===== config.mk =====
export PLATFORM = sky130hd
export DESIGN_NAME = sync_frame_deframer_fletcher8_top_flat
export DESIGN_NICKNAME = d
export VERILOG_FILES = /design/src/sv/sfd_pkg.sv /design/src/sv/sfd_if.sv /design/src/sv/sync_frame_deframer_fletcher8_top.sv /design/src/flat_wrapper.sv
export SDC_FILE = /design/constraint.sdc
export NUM_CORES = 1
export LEC_CHECK = 0
export BUFFER_PORTS_ARGS = -buffer_cell sky130_fd_sc_hd__buf_4
export CORE_MARGIN = 8
export CORE_UTILIZATION = 36
export DETAILED_ROUTE_END_ITERATION = 16
export GPL_ROUTABILITY_DRIVEN = 0
export GPL_TIMING_DRIVEN = 0
export SETUP_SLACK_MARGIN = 0.5
export SYNTH_ARGS = -nofsm -noshare
export SYNTH_HDL_FRONTEND = slang
export SYNTH_SLANG_ARGS = --single-unit

===== constraint.sdc =====
create_clock -name clk_i -period 12 [get_ports clk_i]
set_input_delay 1.2 -clock clk_i [delete_from_list [all_inputs] [get_ports clk_i]]
set_output_delay 1.2 -clock clk_i [all_outputs]
set_load 0.005 [all_outputs]

===== src/sv/sfd_pkg.sv =====
// Package for the sync frame deframer with Fletcher-8 checksum.
// Holds result kind codes, register indexes and reset values.
// No dependencies.
package sfd_pkg;

  localparam int unsigned CFG_IDX_W  = 2;
  localparam int unsigned CFG_DATA_W = 16;

  typedef enum logic [CFG_IDX_W-1:0] {
    CFG_SYNC_FIRST  = 2'd0,
    CFG_SYNC_SECOND = 2'd1,
    CFG_MAX_LENGTH  = 2'd2
  } cfg_idx_e;

  localparam logic [7:0]  SYNC_FIRST_RST  = 8'd147;
  localparam logic [7:0]  SYNC_SECOND_RST = 8'd224;
  localparam logic [15:0] MAX_LENGTH_RST  = 16'd4096;

  typedef enum logic [2:0] {
    KIND_PAYLOAD   = 3'd0,
    KIND_GOOD      = 3'd1,
    KIND_BAD_CHECK = 3'd2,
    KIND_TOO_LONG  = 3'd3,
    KIND_BAD_SYNC  = 3'd4
  } kind_e;

endpackage


===== src/sv/sfd_if.sv =====
// Valid/ready channel interfaces of the frame deframer: received bytes in,
// result items out. Standalone; widths follow the field list.
interface sfd_byte_if;
  logic       valid;
  logic       ready;
  logic [7:0] rx_byte;

  modport source (output valid, rx_byte, input ready);
  modport sink   (input valid, rx_byte, output ready);
endinterface

interface sfd_result_if;
  logic        valid;
  logic        ready;
  logic [2:0]  result_kind;
  logic [7:0]  data_byte;
  logic [7:0]  msg_id;
  logic [15:0] frame_length;
  logic [15:0] byte_index;
  logic [31:0] error_count;

  modport source (output valid, result_kind, data_byte, msg_id, frame_length,
                  byte_index, error_count, input ready);
  modport sink   (input valid, result_kind, data_byte, msg_id, frame_length,
                  byte_index, error_count, output ready);
endinterface


===== src/sv/sync_frame_deframer_fletcher8_top.sv =====
// Byte-serial frame deframer: sync pair, id, 16-bit length, payload, Fletcher-8 pair.
// Depends on sfd_pkg and the channel interfaces in sfd_if.sv.
//
// Usage:
//   in_if  carries one received byte per transfer (rx_byte).
//   out_if carries result items: one per payload byte, plus one verdict
//          (good, checksum mismatch, length too large, bad second sync)
//          that closes each frame begun by a first sync byte.
//   cfg_*  writes the sync values and the largest accepted length; write
//          only while no transfer is in flight.
// A result is registered and appears on out_if in the cycle after the byte
// transfer that causes it. Throughput: one byte per cycle while out_if takes
// results, set by the single state update that runs between the parser state
// and the output register. Bytes that cause no result (matching sync, id,
// length low, check A, an accepted length high) leave the output untouched.
// Stall: the output register holds its item; in_if.ready stays high while
// the output register is empty or is being emptied in the same cycle.
// Reset: the parser waits for a first sync byte, sums and the error count
// clear, registers take their default values, and the output is empty.
module sync_frame_deframer_fletcher8_top
  import sfd_pkg::*;
(
  input  logic                  clk_i,
  input  logic                  rst_ni,
  input  logic                  cfg_we_i,
  input  logic [CFG_IDX_W-1:0]  cfg_idx_i,
  input  logic [CFG_DATA_W-1:0] cfg_data_i,
  sfd_byte_if.sink              in_if,
  sfd_result_if.source          out_if
);

  typedef enum logic [2:0] {
    PH_SYNC1  = 3'd0,
    PH_SYNC2  = 3'd1,
    PH_ID     = 3'd2,
    PH_LEN_LO = 3'd3,
    PH_LEN_HI = 3'd4,
    PH_DATA   = 3'd5,
    PH_CK_A   = 3'd6,
    PH_CK_B   = 3'd7
  } phase_e;

  logic [7:0]  sync_first_q, sync_second_q;
  logic [15:0] max_length_q;

  phase_e      phase_q, phase_d;
  logic [7:0]  frame_id_q, frame_id_d;
  logic [7:0]  length_low_q, length_low_d;
  logic [15:0] length_q, length_d;
  logic [15:0] count_q, count_d;
  logic [7:0]  sum_a_q, sum_a_d;
  logic [7:0]  sum_b_q, sum_b_d;
  logic [7:0]  check_first_q, check_first_d;
  logic [31:0] errors_q, errors_d;

  logic        out_valid_q;
  kind_e       kind_q, kind_d;
  logic [7:0]  data_q, data_d;
  logic [7:0]  id_q, id_d;
  logic [15:0] len_q, len_d;
  logic [15:0] idx_q, idx_d;
  logic [31:0] err_q;
  logic        emit;

  logic        in_fire;
  logic [7:0]  rx;
  logic [7:0]  acc_a, acc_b;
  logic [31:0] errors_inc;
  logic [15:0] len_new;
  logic [16:0] count_next;

  assign in_if.ready = !out_valid_q || out_if.ready;
  assign in_fire     = in_if.valid && in_if.ready;
  assign rx          = in_if.rx_byte;

  assign acc_a      = sum_a_q + rx;
  assign acc_b      = sum_b_q + acc_a;
  assign errors_inc = (errors_q == 32'hFFFF_FFFF) ? errors_q : errors_q + 32'd1;
  assign len_new    = {rx, length_low_q};
  assign count_next = {1'b0, count_q} + 17'd1;

  always_comb begin
    phase_d       = phase_q;
    frame_id_d    = frame_id_q;
    length_low_d  = length_low_q;
    length_d      = length_q;
    count_d       = count_q;
    sum_a_d       = sum_a_q;
    sum_b_d       = sum_b_q;
    check_first_d = check_first_q;
    errors_d      = errors_q;
    emit          = 1'b0;
    kind_d        = KIND_PAYLOAD;
    data_d        = 8'd0;
    id_d          = frame_id_q;
    len_d         = length_q;
    idx_d         = 16'd0;
    if (in_fire) begin
      case (phase_q)
        PH_SYNC1: begin
          count_d = 16'd0;
          if (rx == sync_first_q) phase_d = PH_SYNC2;
        end
        PH_SYNC2: begin
          // second sync wins when both sync values are equal
          if (rx == sync_second_q) begin
            phase_d = PH_ID;
          end else if (rx != sync_first_q) begin
            errors_d = errors_inc;
            phase_d  = PH_SYNC1;
            emit     = 1'b1;
            kind_d   = KIND_BAD_SYNC;
            id_d     = 8'd0;
            len_d    = 16'd0;
          end
        end
        PH_ID: begin
          frame_id_d = rx;
          sum_a_d    = rx;
          sum_b_d    = rx;
          phase_d    = PH_LEN_LO;
        end
        PH_LEN_LO: begin
          length_low_d = rx;
          sum_a_d      = acc_a;
          sum_b_d      = acc_b;
          phase_d      = PH_LEN_HI;
        end
        PH_LEN_HI: begin
          sum_a_d  = acc_a;
          sum_b_d  = acc_b;
          length_d = len_new;
          count_d  = 16'd0;
          len_d    = len_new;
          if (len_new > max_length_q) begin
            errors_d = errors_inc;
            phase_d  = PH_SYNC1;
            emit     = 1'b1;
            kind_d   = KIND_TOO_LONG;
          end else if (len_new == 16'd0) begin
            phase_d = PH_CK_A;
          end else begin
            phase_d = PH_DATA;
          end
        end
        PH_DATA: begin
          sum_a_d = acc_a;
          sum_b_d = acc_b;
          count_d = count_next[15:0];
          if (count_next >= {1'b0, length_q}) phase_d = PH_CK_A;
          emit    = 1'b1;
          kind_d  = KIND_PAYLOAD;
          data_d  = rx;
          idx_d   = count_q;
        end
        PH_CK_A: begin
          check_first_d = rx;
          phase_d       = PH_CK_B;
        end
        PH_CK_B: begin
          phase_d = PH_SYNC1;
          emit    = 1'b1;
          if (check_first_q == sum_a_q && rx == sum_b_q) begin
            kind_d = KIND_GOOD;
          end else begin
            errors_d = errors_inc;
            kind_d   = KIND_BAD_CHECK;
          end
        end
        default: phase_d = PH_SYNC1;
      endcase
    end
  end

  always_ff @(posedge clk_i or negedge rst_ni) begin
    if (!rst_ni) begin
      sync_first_q  <= SYNC_FIRST_RST;
      sync_second_q <= SYNC_SECOND_RST;
      max_length_q  <= MAX_LENGTH_RST;
      phase_q       <= PH_SYNC1;
      frame_id_q    <= 8'd0;
      length_low_q  <= 8'd0;
      length_q      <= 16'd0;
      count_q       <= 16'd0;
      sum_a_q       <= 8'd0;
      sum_b_q       <= 8'd0;
      check_first_q <= 8'd0;
      errors_q      <= 32'd0;
      out_valid_q   <= 1'b0;
    end else begin
      if (cfg_we_i) begin
        case (cfg_idx_i)
          CFG_SYNC_FIRST:  sync_first_q  <= cfg_data_i[7:0];
          CFG_SYNC_SECOND: sync_second_q <= cfg_data_i[7:0];
          CFG_MAX_LENGTH:  max_length_q  <= cfg_data_i;
          default:         ;
        endcase
      end
      phase_q       <= phase_d;
      frame_id_q    <= frame_id_d;
      length_low_q  <= length_low_d;
      length_q      <= length_d;
      count_q       <= count_d;
      sum_a_q       <= sum_a_d;
      sum_b_q       <= sum_b_d;
      check_first_q <= check_first_d;
      errors_q      <= errors_d;
      if (emit) begin
        out_valid_q <= 1'b1;
      end else if (out_if.ready) begin
        out_valid_q <= 1'b0;
      end
    end
  end

  // Output payload: load on each result, hold otherwise.
  always_ff @(posedge clk_i) begin
    if (emit) begin
      kind_q <= kind_d;
      data_q <= data_d;
      id_q   <= id_d;
      len_q  <= len_d;
      idx_q  <= idx_d;
      err_q  <= errors_d;
    end
  end

  assign out_if.valid        = out_valid_q;
  assign out_if.result_kind  = kind_q;
  assign out_if.data_byte    = data_q;
  assign out_if.msg_id       = id_q;
  assign out_if.frame_length = len_q;
  assign out_if.byte_index   = idx_q;
  assign out_if.error_count  = err_q;

  a_ready_when_empty: assert property (@(posedge clk_i) disable iff (!rst_ni)
    !out_valid_q |-> in_if.ready)
    else $error("input stalled while output register empty");

  a_errors_monotonic: assert property (@(posedge clk_i) disable iff (!rst_ni)
    errors_q >= $past(errors_q))
    else $error("error count decreased");

  a_index_in_frame: assert property (@(posedge clk_i) disable iff (!rst_ni)
    (out_valid_q && kind_q == KIND_PAYLOAD) |-> (idx_q < len_q))
    else $error("payload index beyond frame length");

  a_verdict_no_data: assert property (@(posedge clk_i) disable iff (!rst_ni)
    (out_valid_q && kind_q != KIND_PAYLOAD) |-> (data_q == 8'd0 && idx_q == 16'd0))
    else $error("verdict carries payload data");

endmodule

===== src/flat_wrapper.sv =====
// flat-port wrapper written by rule: the top's interface ports become plain ports
module sync_frame_deframer_fletcher8_top_flat import sfd_pkg::*;
  (clk_i, rst_ni, cfg_we_i, cfg_idx_i, cfg_data_i, in_if_valid, in_if_rx_byte, in_if_ready, out_if_valid, out_if_result_kind, out_if_data_byte, out_if_msg_id, out_if_frame_length, out_if_byte_index, out_if_error_count, out_if_ready);
  sfd_byte_if in_if_i ();
  sfd_result_if out_if_i ();
  input  logic clk_i;
  input  logic rst_ni;
  input  logic cfg_we_i;
  input  logic [CFG_IDX_W-1:0] cfg_idx_i;
  input  logic [CFG_DATA_W-1:0] cfg_data_i;
  input wire logic [$bits(in_if_i.valid)-1:0] in_if_valid;
  input wire logic [$bits(in_if_i.rx_byte)-1:0] in_if_rx_byte;
  output wire logic [$bits(in_if_i.ready)-1:0] in_if_ready;
  output wire logic [$bits(out_if_i.valid)-1:0] out_if_valid;
  output wire logic [$bits(out_if_i.result_kind)-1:0] out_if_result_kind;
  output wire logic [$bits(out_if_i.data_byte)-1:0] out_if_data_byte;
  output wire logic [$bits(out_if_i.msg_id)-1:0] out_if_msg_id;
  output wire logic [$bits(out_if_i.frame_length)-1:0] out_if_frame_length;
  output wire logic [$bits(out_if_i.byte_index)-1:0] out_if_byte_index;
  output wire logic [$bits(out_if_i.error_count)-1:0] out_if_error_count;
  input wire logic [$bits(out_if_i.ready)-1:0] out_if_ready;
  assign in_if_i.valid = in_if_valid;
  assign in_if_i.rx_byte = in_if_rx_byte;
  assign in_if_ready = in_if_i.ready;
  assign out_if_valid = out_if_i.valid;
  assign out_if_result_kind = out_if_i.result_kind;
  assign out_if_data_byte = out_if_i.data_byte;
  assign out_if_msg_id = out_if_i.msg_id;
  assign out_if_frame_length = out_if_i.frame_length;
  assign out_if_byte_index = out_if_i.byte_index;
  assign out_if_error_count = out_if_i.error_count;
  assign out_if_i.ready = out_if_ready;
  sync_frame_deframer_fletcher8_top u_core (.clk_i(clk_i), .rst_ni(rst_ni), .cfg_we_i(cfg_we_i), .cfg_idx_i(cfg_idx_i), .cfg_data_i(cfg_data_i), .in_if(in_if_i), .out_if(out_if_i));
endmodule

After elaboration in Yosys (flattened, before gate mapping)

Index checks and enable logic that the tools add are counted.

Register bits: 223
Input port bits: 31
Output and inout bits: 85
Logic and storage cells: 104

Add/sub/neg operators: 4
Order comparisons: 2
Eq/ne operators: 18
Multiplexer cells: 37
Reductions and logical operators: 24

Operator list:

| kind                                          | number |
|---|---|
| two-way mux 32 bit                            | 6 |
| one-hot mux 32 bit (3 select lines)           | 1 |
| one-hot mux 16 bit (2 select lines)           | 2 |
| two-way mux 16 bit                            | 3 |
| adder 32 x 1 -> 32 bit, second input constant | 1 |
| == test 32 bit, second input constant         | 1 |
| == test 8 bit                                 | 4 |
| two-way mux 8 bit                             | 4 |
| one-hot mux 8 bit (2 select lines)            | 2 |
| one-hot mux 3 bit (8 select lines)            | 1 |
| two-way mux 3 bit                             | 7 |
| AND reduction 2 bit                           | 10 |
| adder 16 x 1 -> 17 bit, second input constant | 1 |
| greater-or-equal comparator 17 x 16 -> 1 bit  | 1 |
| adder 8 bit                                   | 2 |
| > comparator 16 bit                           | 1 |
| zero test 16 bit                              | 1 |
| == test 3 bit, second input constant          | 4 |
| one-hot mux 3 bit (3 select lines)            | 1 |
| inequality test 8 bit                         | 1 |
| == test 3 x 2 -> 1 bit, second input constant | 2 |
| two-way mux 1 bit                             | 6 |
| two-way mux 2 bit                             | 3 |
| nonzero test 2 bit                            | 3 |
| 14 further kinds                              | 17 |

Depth between registers and ports, before layout

Word-level depth: 6
Gate-level depth with buffers: 17
Mapped depth without buffers: 16

Least setup slack after synthesis

OpenSTA, ideal clock, no wires.

Path type: input -> register
From: input port in_if_rx_byte[4]
To: register u_core.idx_q[0], in the netlist u_core.out_if.byte_index[0] (enable)
Setup time: 437 ps
Arrival: 4180 ps
Data required time: 11563 ps
Path slack: 7384 ps
Cell stages on the path: 9
Path through: ha_1 > nand3_2 > or3_4 > a211oi_2 > or3_2 > o21ai_2 > o22ai_1 > nand2_1 > inv_1

Cells in the longest elaborated chain, start to end: 5
Elaborated cells between the ends (all ways): 8

RTL lines:

| what                                                                        | line                                     | source |
|---|---|---|
| from (decl)                                                                 | flat_wrapper.sv:12                       | `input wire logic [$bits(in_if_i.rx_byte)-1:0] in_if_rx_byte;` |
| parallel branches: the longest is 3 deep, another holds > comparator 16 bit | n/a                                      |  |
| one-hot mux 1 bit (3 select lines) (*)                                      | sync_frame_deframer_fletcher8_top.sv:99  | `case (phase_q)` |
| two-way mux 1 bit (*)                                                       | sync_frame_deframer_fletcher8_top.sv:98  | `if (in_fire) begin` |
| via u_core.emit                                                             | sync_frame_deframer_fletcher8_top.sv:63  | `logic emit;` |
| to (signal assigned)                                                        | sync_frame_deframer_fletcher8_top.sv:223 | `idx_q <= idx_d;` |
| to (decl)                                                                   | sync_frame_deframer_fletcher8_top.sv:61  | `logic [15:0] idx_q, idx_d;` |

Mark *: on every way through the listed nets, which the timed path passes.
A chain may end at the register's enable or synchronous reset.

Final worst setup path

From: register u_core.count_q[2]
To: register u_core.phase_q[1]

Cells in the longest elaborated chain, start to end: 4

RTL lines:

| what                                         | line                                     | source |
|---|---|---|
| from (decl)                                  | sync_frame_deframer_fletcher8_top.sv:50  | `logic [15:0] count_q, count_d;` |
| from (signal assigned)                       | sync_frame_deframer_fletcher8_top.sv:203 | `count_q <= count_d;` |
| adder 16 x 1 -> 17 bit                       | sync_frame_deframer_fletcher8_top.sv:80  | `assign count_next = {1'b0, count_q} + 17'd1;` |
| greater-or-equal comparator 17 x 16 -> 1 bit | sync_frame_deframer_fletcher8_top.sv:150 | `if (count_next >= {1'b0, length_q}) phase_d = PH_CK_A;` |
| inequality test 2 x 1 -> 1 bit (no line)     | n/a                                      |  |
| AND reduction 4 bit (no line)                | n/a                                      |  |
| to (signal assigned)                         | sync_frame_deframer_fletcher8_top.sv:199 | `phase_q <= phase_d;` |
| to (decl)                                    | sync_frame_deframer_fletcher8_top.sv:46  | `phase_e phase_q, phase_d;` |

No other way between the ends.

==> summary.md <==
| Metric | Value |
|---|---|
| Worst min path class | flop to flop |
| Yosys warns | 0 |
| Die H | 190 um |
| Seq/Total Area, Yosys | 55.0% |
| Die area | 0.0362 mm2 |
| RSZ-0062 raised after global routing | false |
| Reg2Reg Setup Slack | 8.20 ns |
| Adder-cell area share of the yosys netlist | 5.87% |
| CTS root buf | clkbuf_16 |
| Most used DFF post-synth | dfrtp_1 |
| Crit Path Category | flop to flop |
| Largest net degree at the start of global routing | 95 |
| I/O Buffers | 115 |
| Max-slew violations | 0 |
| Vias in the first global route | 7535 |
| Max rail drop VDD | 0.124 mV |
| Post-detail-place hpwl | 18.7 mm |
| Mapped Nets | 1020 |
| I/O pin count | 116 |
| GR Overflow Total | 0 |
| CP arrival | 4.21 ns |
| Outcome | complete, no violations |
| Cell Pwr Density | 236 mW/mm2 |
| Mapped Cells | 939 |
| Max-Cap Viols | 0 |
| P&R area growth vs syn | 20.1% |
| Final net count | 1164 |
| Detailed-route via count | 7423 |
| Routed wire length | 25.7 mm |
| Final setup violation count | 0 |
| Fin crit period | 3.80 ns |
| Die width | 190 um |
| Clock Path Buffers | 3 |
| Core area | 0.0298 mm2 |
| Setup TNS | 0 ns |
| All-Layer GR Usage | 14.3% |
| Cell Area, Synth | 0.0109 mm2 |
| Final Hold Fails | 0 |
| Avg Inst Size Synth | 11.6 um2 |
| Num rows | 63 |
| Crit path max fanout | 7 |
| Post-CTS setup repair buffer count | 0 |
| XOR/XNOR Fraction of Synth Area | 7.14% |
| Simple-gate portion of the synthesized area | 13.9% |
| Synth Area in Compound Gates | 8.66% |
| Initial Util | 36.7% |
| Post-synthesis register bit count | 223 |
| Layout Skew | 0.0123 ns |
| Leak pwr | 5.66 nW |
| Distinct cells, synth | 64 |
| H-tree level count | 1 |
| Post_cts resized | 0 |
| Largest family of logic cells by synthesized area | simple AND/OR/NAND/NOR gates |
| Slew headroom | 22.5% |
| Final Power | 3.09 mW |
| Post-CTS Hold Buffers | 0 |
| CTS clk-pin slew, worst paths | 0.06 ns |
| Most common cell after layout, fill and taps aside | dfrtp_1 |
| Fmax achieved | 0.263 GHz |
| Routed length per placed instance | 17.2 um |
| Sinks on the clock net | 223 |
| Vias per cell | 4.97 |
| Period utilization | 31.7% |
| Least-Margin Pin Slew | 1.16 ns |
| Layout cells sized above 1 | 23.6% |
| Crit path launch type | flop |
| Post-route ant nets | 0 |
| Worst skew pair latency | 0.52 ns |
| Mux cell area share after synthesis | 6.05% |
| Cts bufs inserted | 25 |
| First-pass GRT wire length | 41.8 mm |
| Required time worst endpoint | 12.41 ns |
| Iter 0 DRT Violations | 655 |
| First-pass DRT Iterations | 5 |
| Initial antenna violation count | 0 |
| Number of remaining DRC errors | 0 |
| Commonest cells after routing, fill and taps aside | dfrtp_1 (132), buf_4 (121), nand2_1 (92) |
| Number of synthesized flops with an enable pin | 83 |
| CTS tree | done |
| CP endpoint kind | flop |
| Async SR Flop Fraction | 62.8% |
## through the flow
step	worst slack (ns)	std cells	cell area (um2)	utilization [%]	hold WS, ns
3_3_place_gp	6.28	1444	12300	41.2	0.462
2_1_floorplan	7.38	939	10900	-	0.442
4_1_cts	8.26	1492	13100	44.0	0.487
5_1_grt	7.89	1492	13100	44.0	0.517
3_5_place_dp	7.74	1446	12300	41.4	0.473
6_report	8.20	1493	13100	44.0	0.483
## cell families (layout without fill, tap and decap cells)
kind of cell | count (synthesis) | count (layout)
fa+ha+maj | 50 | 50
compound gates | 148 | 148
flops | 223 | 223
other cells | 0 | 1
mux | 59 | 59
buf+inv | 85 | 248
simple gates | 285 | 285
xor+xnor | 89 | 89
## registers in the layout (all words and copies together) (netlist names), 16 cells and up
register,cells
u_core.count_q,16
u_core.errors_q,32
u_core.length_q,16
u_core.max_length_q,16
u_core.out_if.byte_index,16
u_core.out_if.error_count,32
u_core.out_if.frame_length,16
## path summary, 6_finish.rpt
kind / start / end / cells after the start
max: u_core.count_q[2]$_DFFE_PN0P_ / u_core.phase_q[1]$_DFFE_PN0P_ / 16
min: u_core.frame_id_q[1]$_DFFE_PN0P_ / u_core.frame_id_q[1]$_DFFE_PN0P_ / 2
max reg2reg: u_core.count_q[2]$_DFFE_PN0P_ / u_core.phase_q[1]$_DFFE_PN0P_ / 16
min reg2reg: u_core.frame_id_q[1]$_DFFE_PN0P_ / u_core.frame_id_q[1]$_DFFE_PN0P_ / 2
max in group asynchronous: rst_ni / u_core.sync_second_q[5]$_DFFE_PN1P_ / 2
min in group asynchronous: rst_ni / u_core.count_q[4]$_DFFE_PN0P_ / 1
## final cells by class
type | instances | area [um2]
fillers | 2874 | 16700
flip-flops and latches | 223 | 6010
multi-input cells | 631 | 4550
repair buffers | 117 | 922
clock buffers | 36 | 697
well taps | 390 | 488
plain buffers | 39 | 195
inverters | 46 | 175
clock inverters | 10 | 78.8
diodes | 1 | 2.50
## critical path, stage by stage, from the launching register on
cell and delay, ns:
dfrtp_1 0.45, and3_1 0.24, and3_1 0.16, clkbuf_1 0.20
and3_1 0.27, and3_1 0.18, clkbuf_1 0.23, nand3_1 0.14
xnor2_1 0.23, ha_1 0.28, and3_1 0.18, a22oi_1 0.18
o211ai_1 0.12, a31oi_1 0.20, o31ai_1 0.12, and3_1 0.27
a22o_1 0.23
## report_power, final
part	switching, mW	internal, mW	total, mW
Combinational	0.637	0.494	1.13
Sequential	0.148	1.09	1.24
Clock	0.299	0.424	0.723
## per-layer routing
layer	up-vias	share of wire, %	track usage (%)
li1	3634	-	-
met1	3610	48	20.2
met2	150	46	22.9
met3	29	4.4	2.34
met4	0	1.5	3.01
met5	-	0	0
## cells in the mapped netlist (7+ instances only)
| cell | count | area share, % |
|---|---|---|
| edfxtp_1 | 83 | 23 |
| nand4_1 | 15 | 0.86 |
| and3_1 | 13 | 0.74 |
| a22o_1 | 10 | 0.80 |
| dfrtp_1 | 132 | 30 |
| ha_1 | 48 | 5.5 |
| nand3_1 | 20 | 0.92 |
| nand2_1 | 92 | 3.2 |
| buf_4 | 7 | 0.48 |
| nor2_1 | 50 | 1.7 |
| xnor2_1 | 45 | 3.6 |
| o22ai_1 | 11 | 0.63 |
| a21oi_1 | 38 | 1.7 |
| o21ai_0 | 40 | 1.8 |
| and2_1 | 34 | 1.9 |
| a21o_1 | 9 | 0.62 |
| nor3_1 | 8 | 0.37 |
| mux2_2 | 56 | 5.8 |
| nor4_1 | 9 | 0.52 |
| xor2_1 | 44 | 3.5 |
| inv_1 | 45 | 1.5 |
| dfstp_2 | 8 | 1.9 |
| clkbuf_1 | 22 | 0.76 |
No activity file was read; power rests on OpenSTA's default activity.
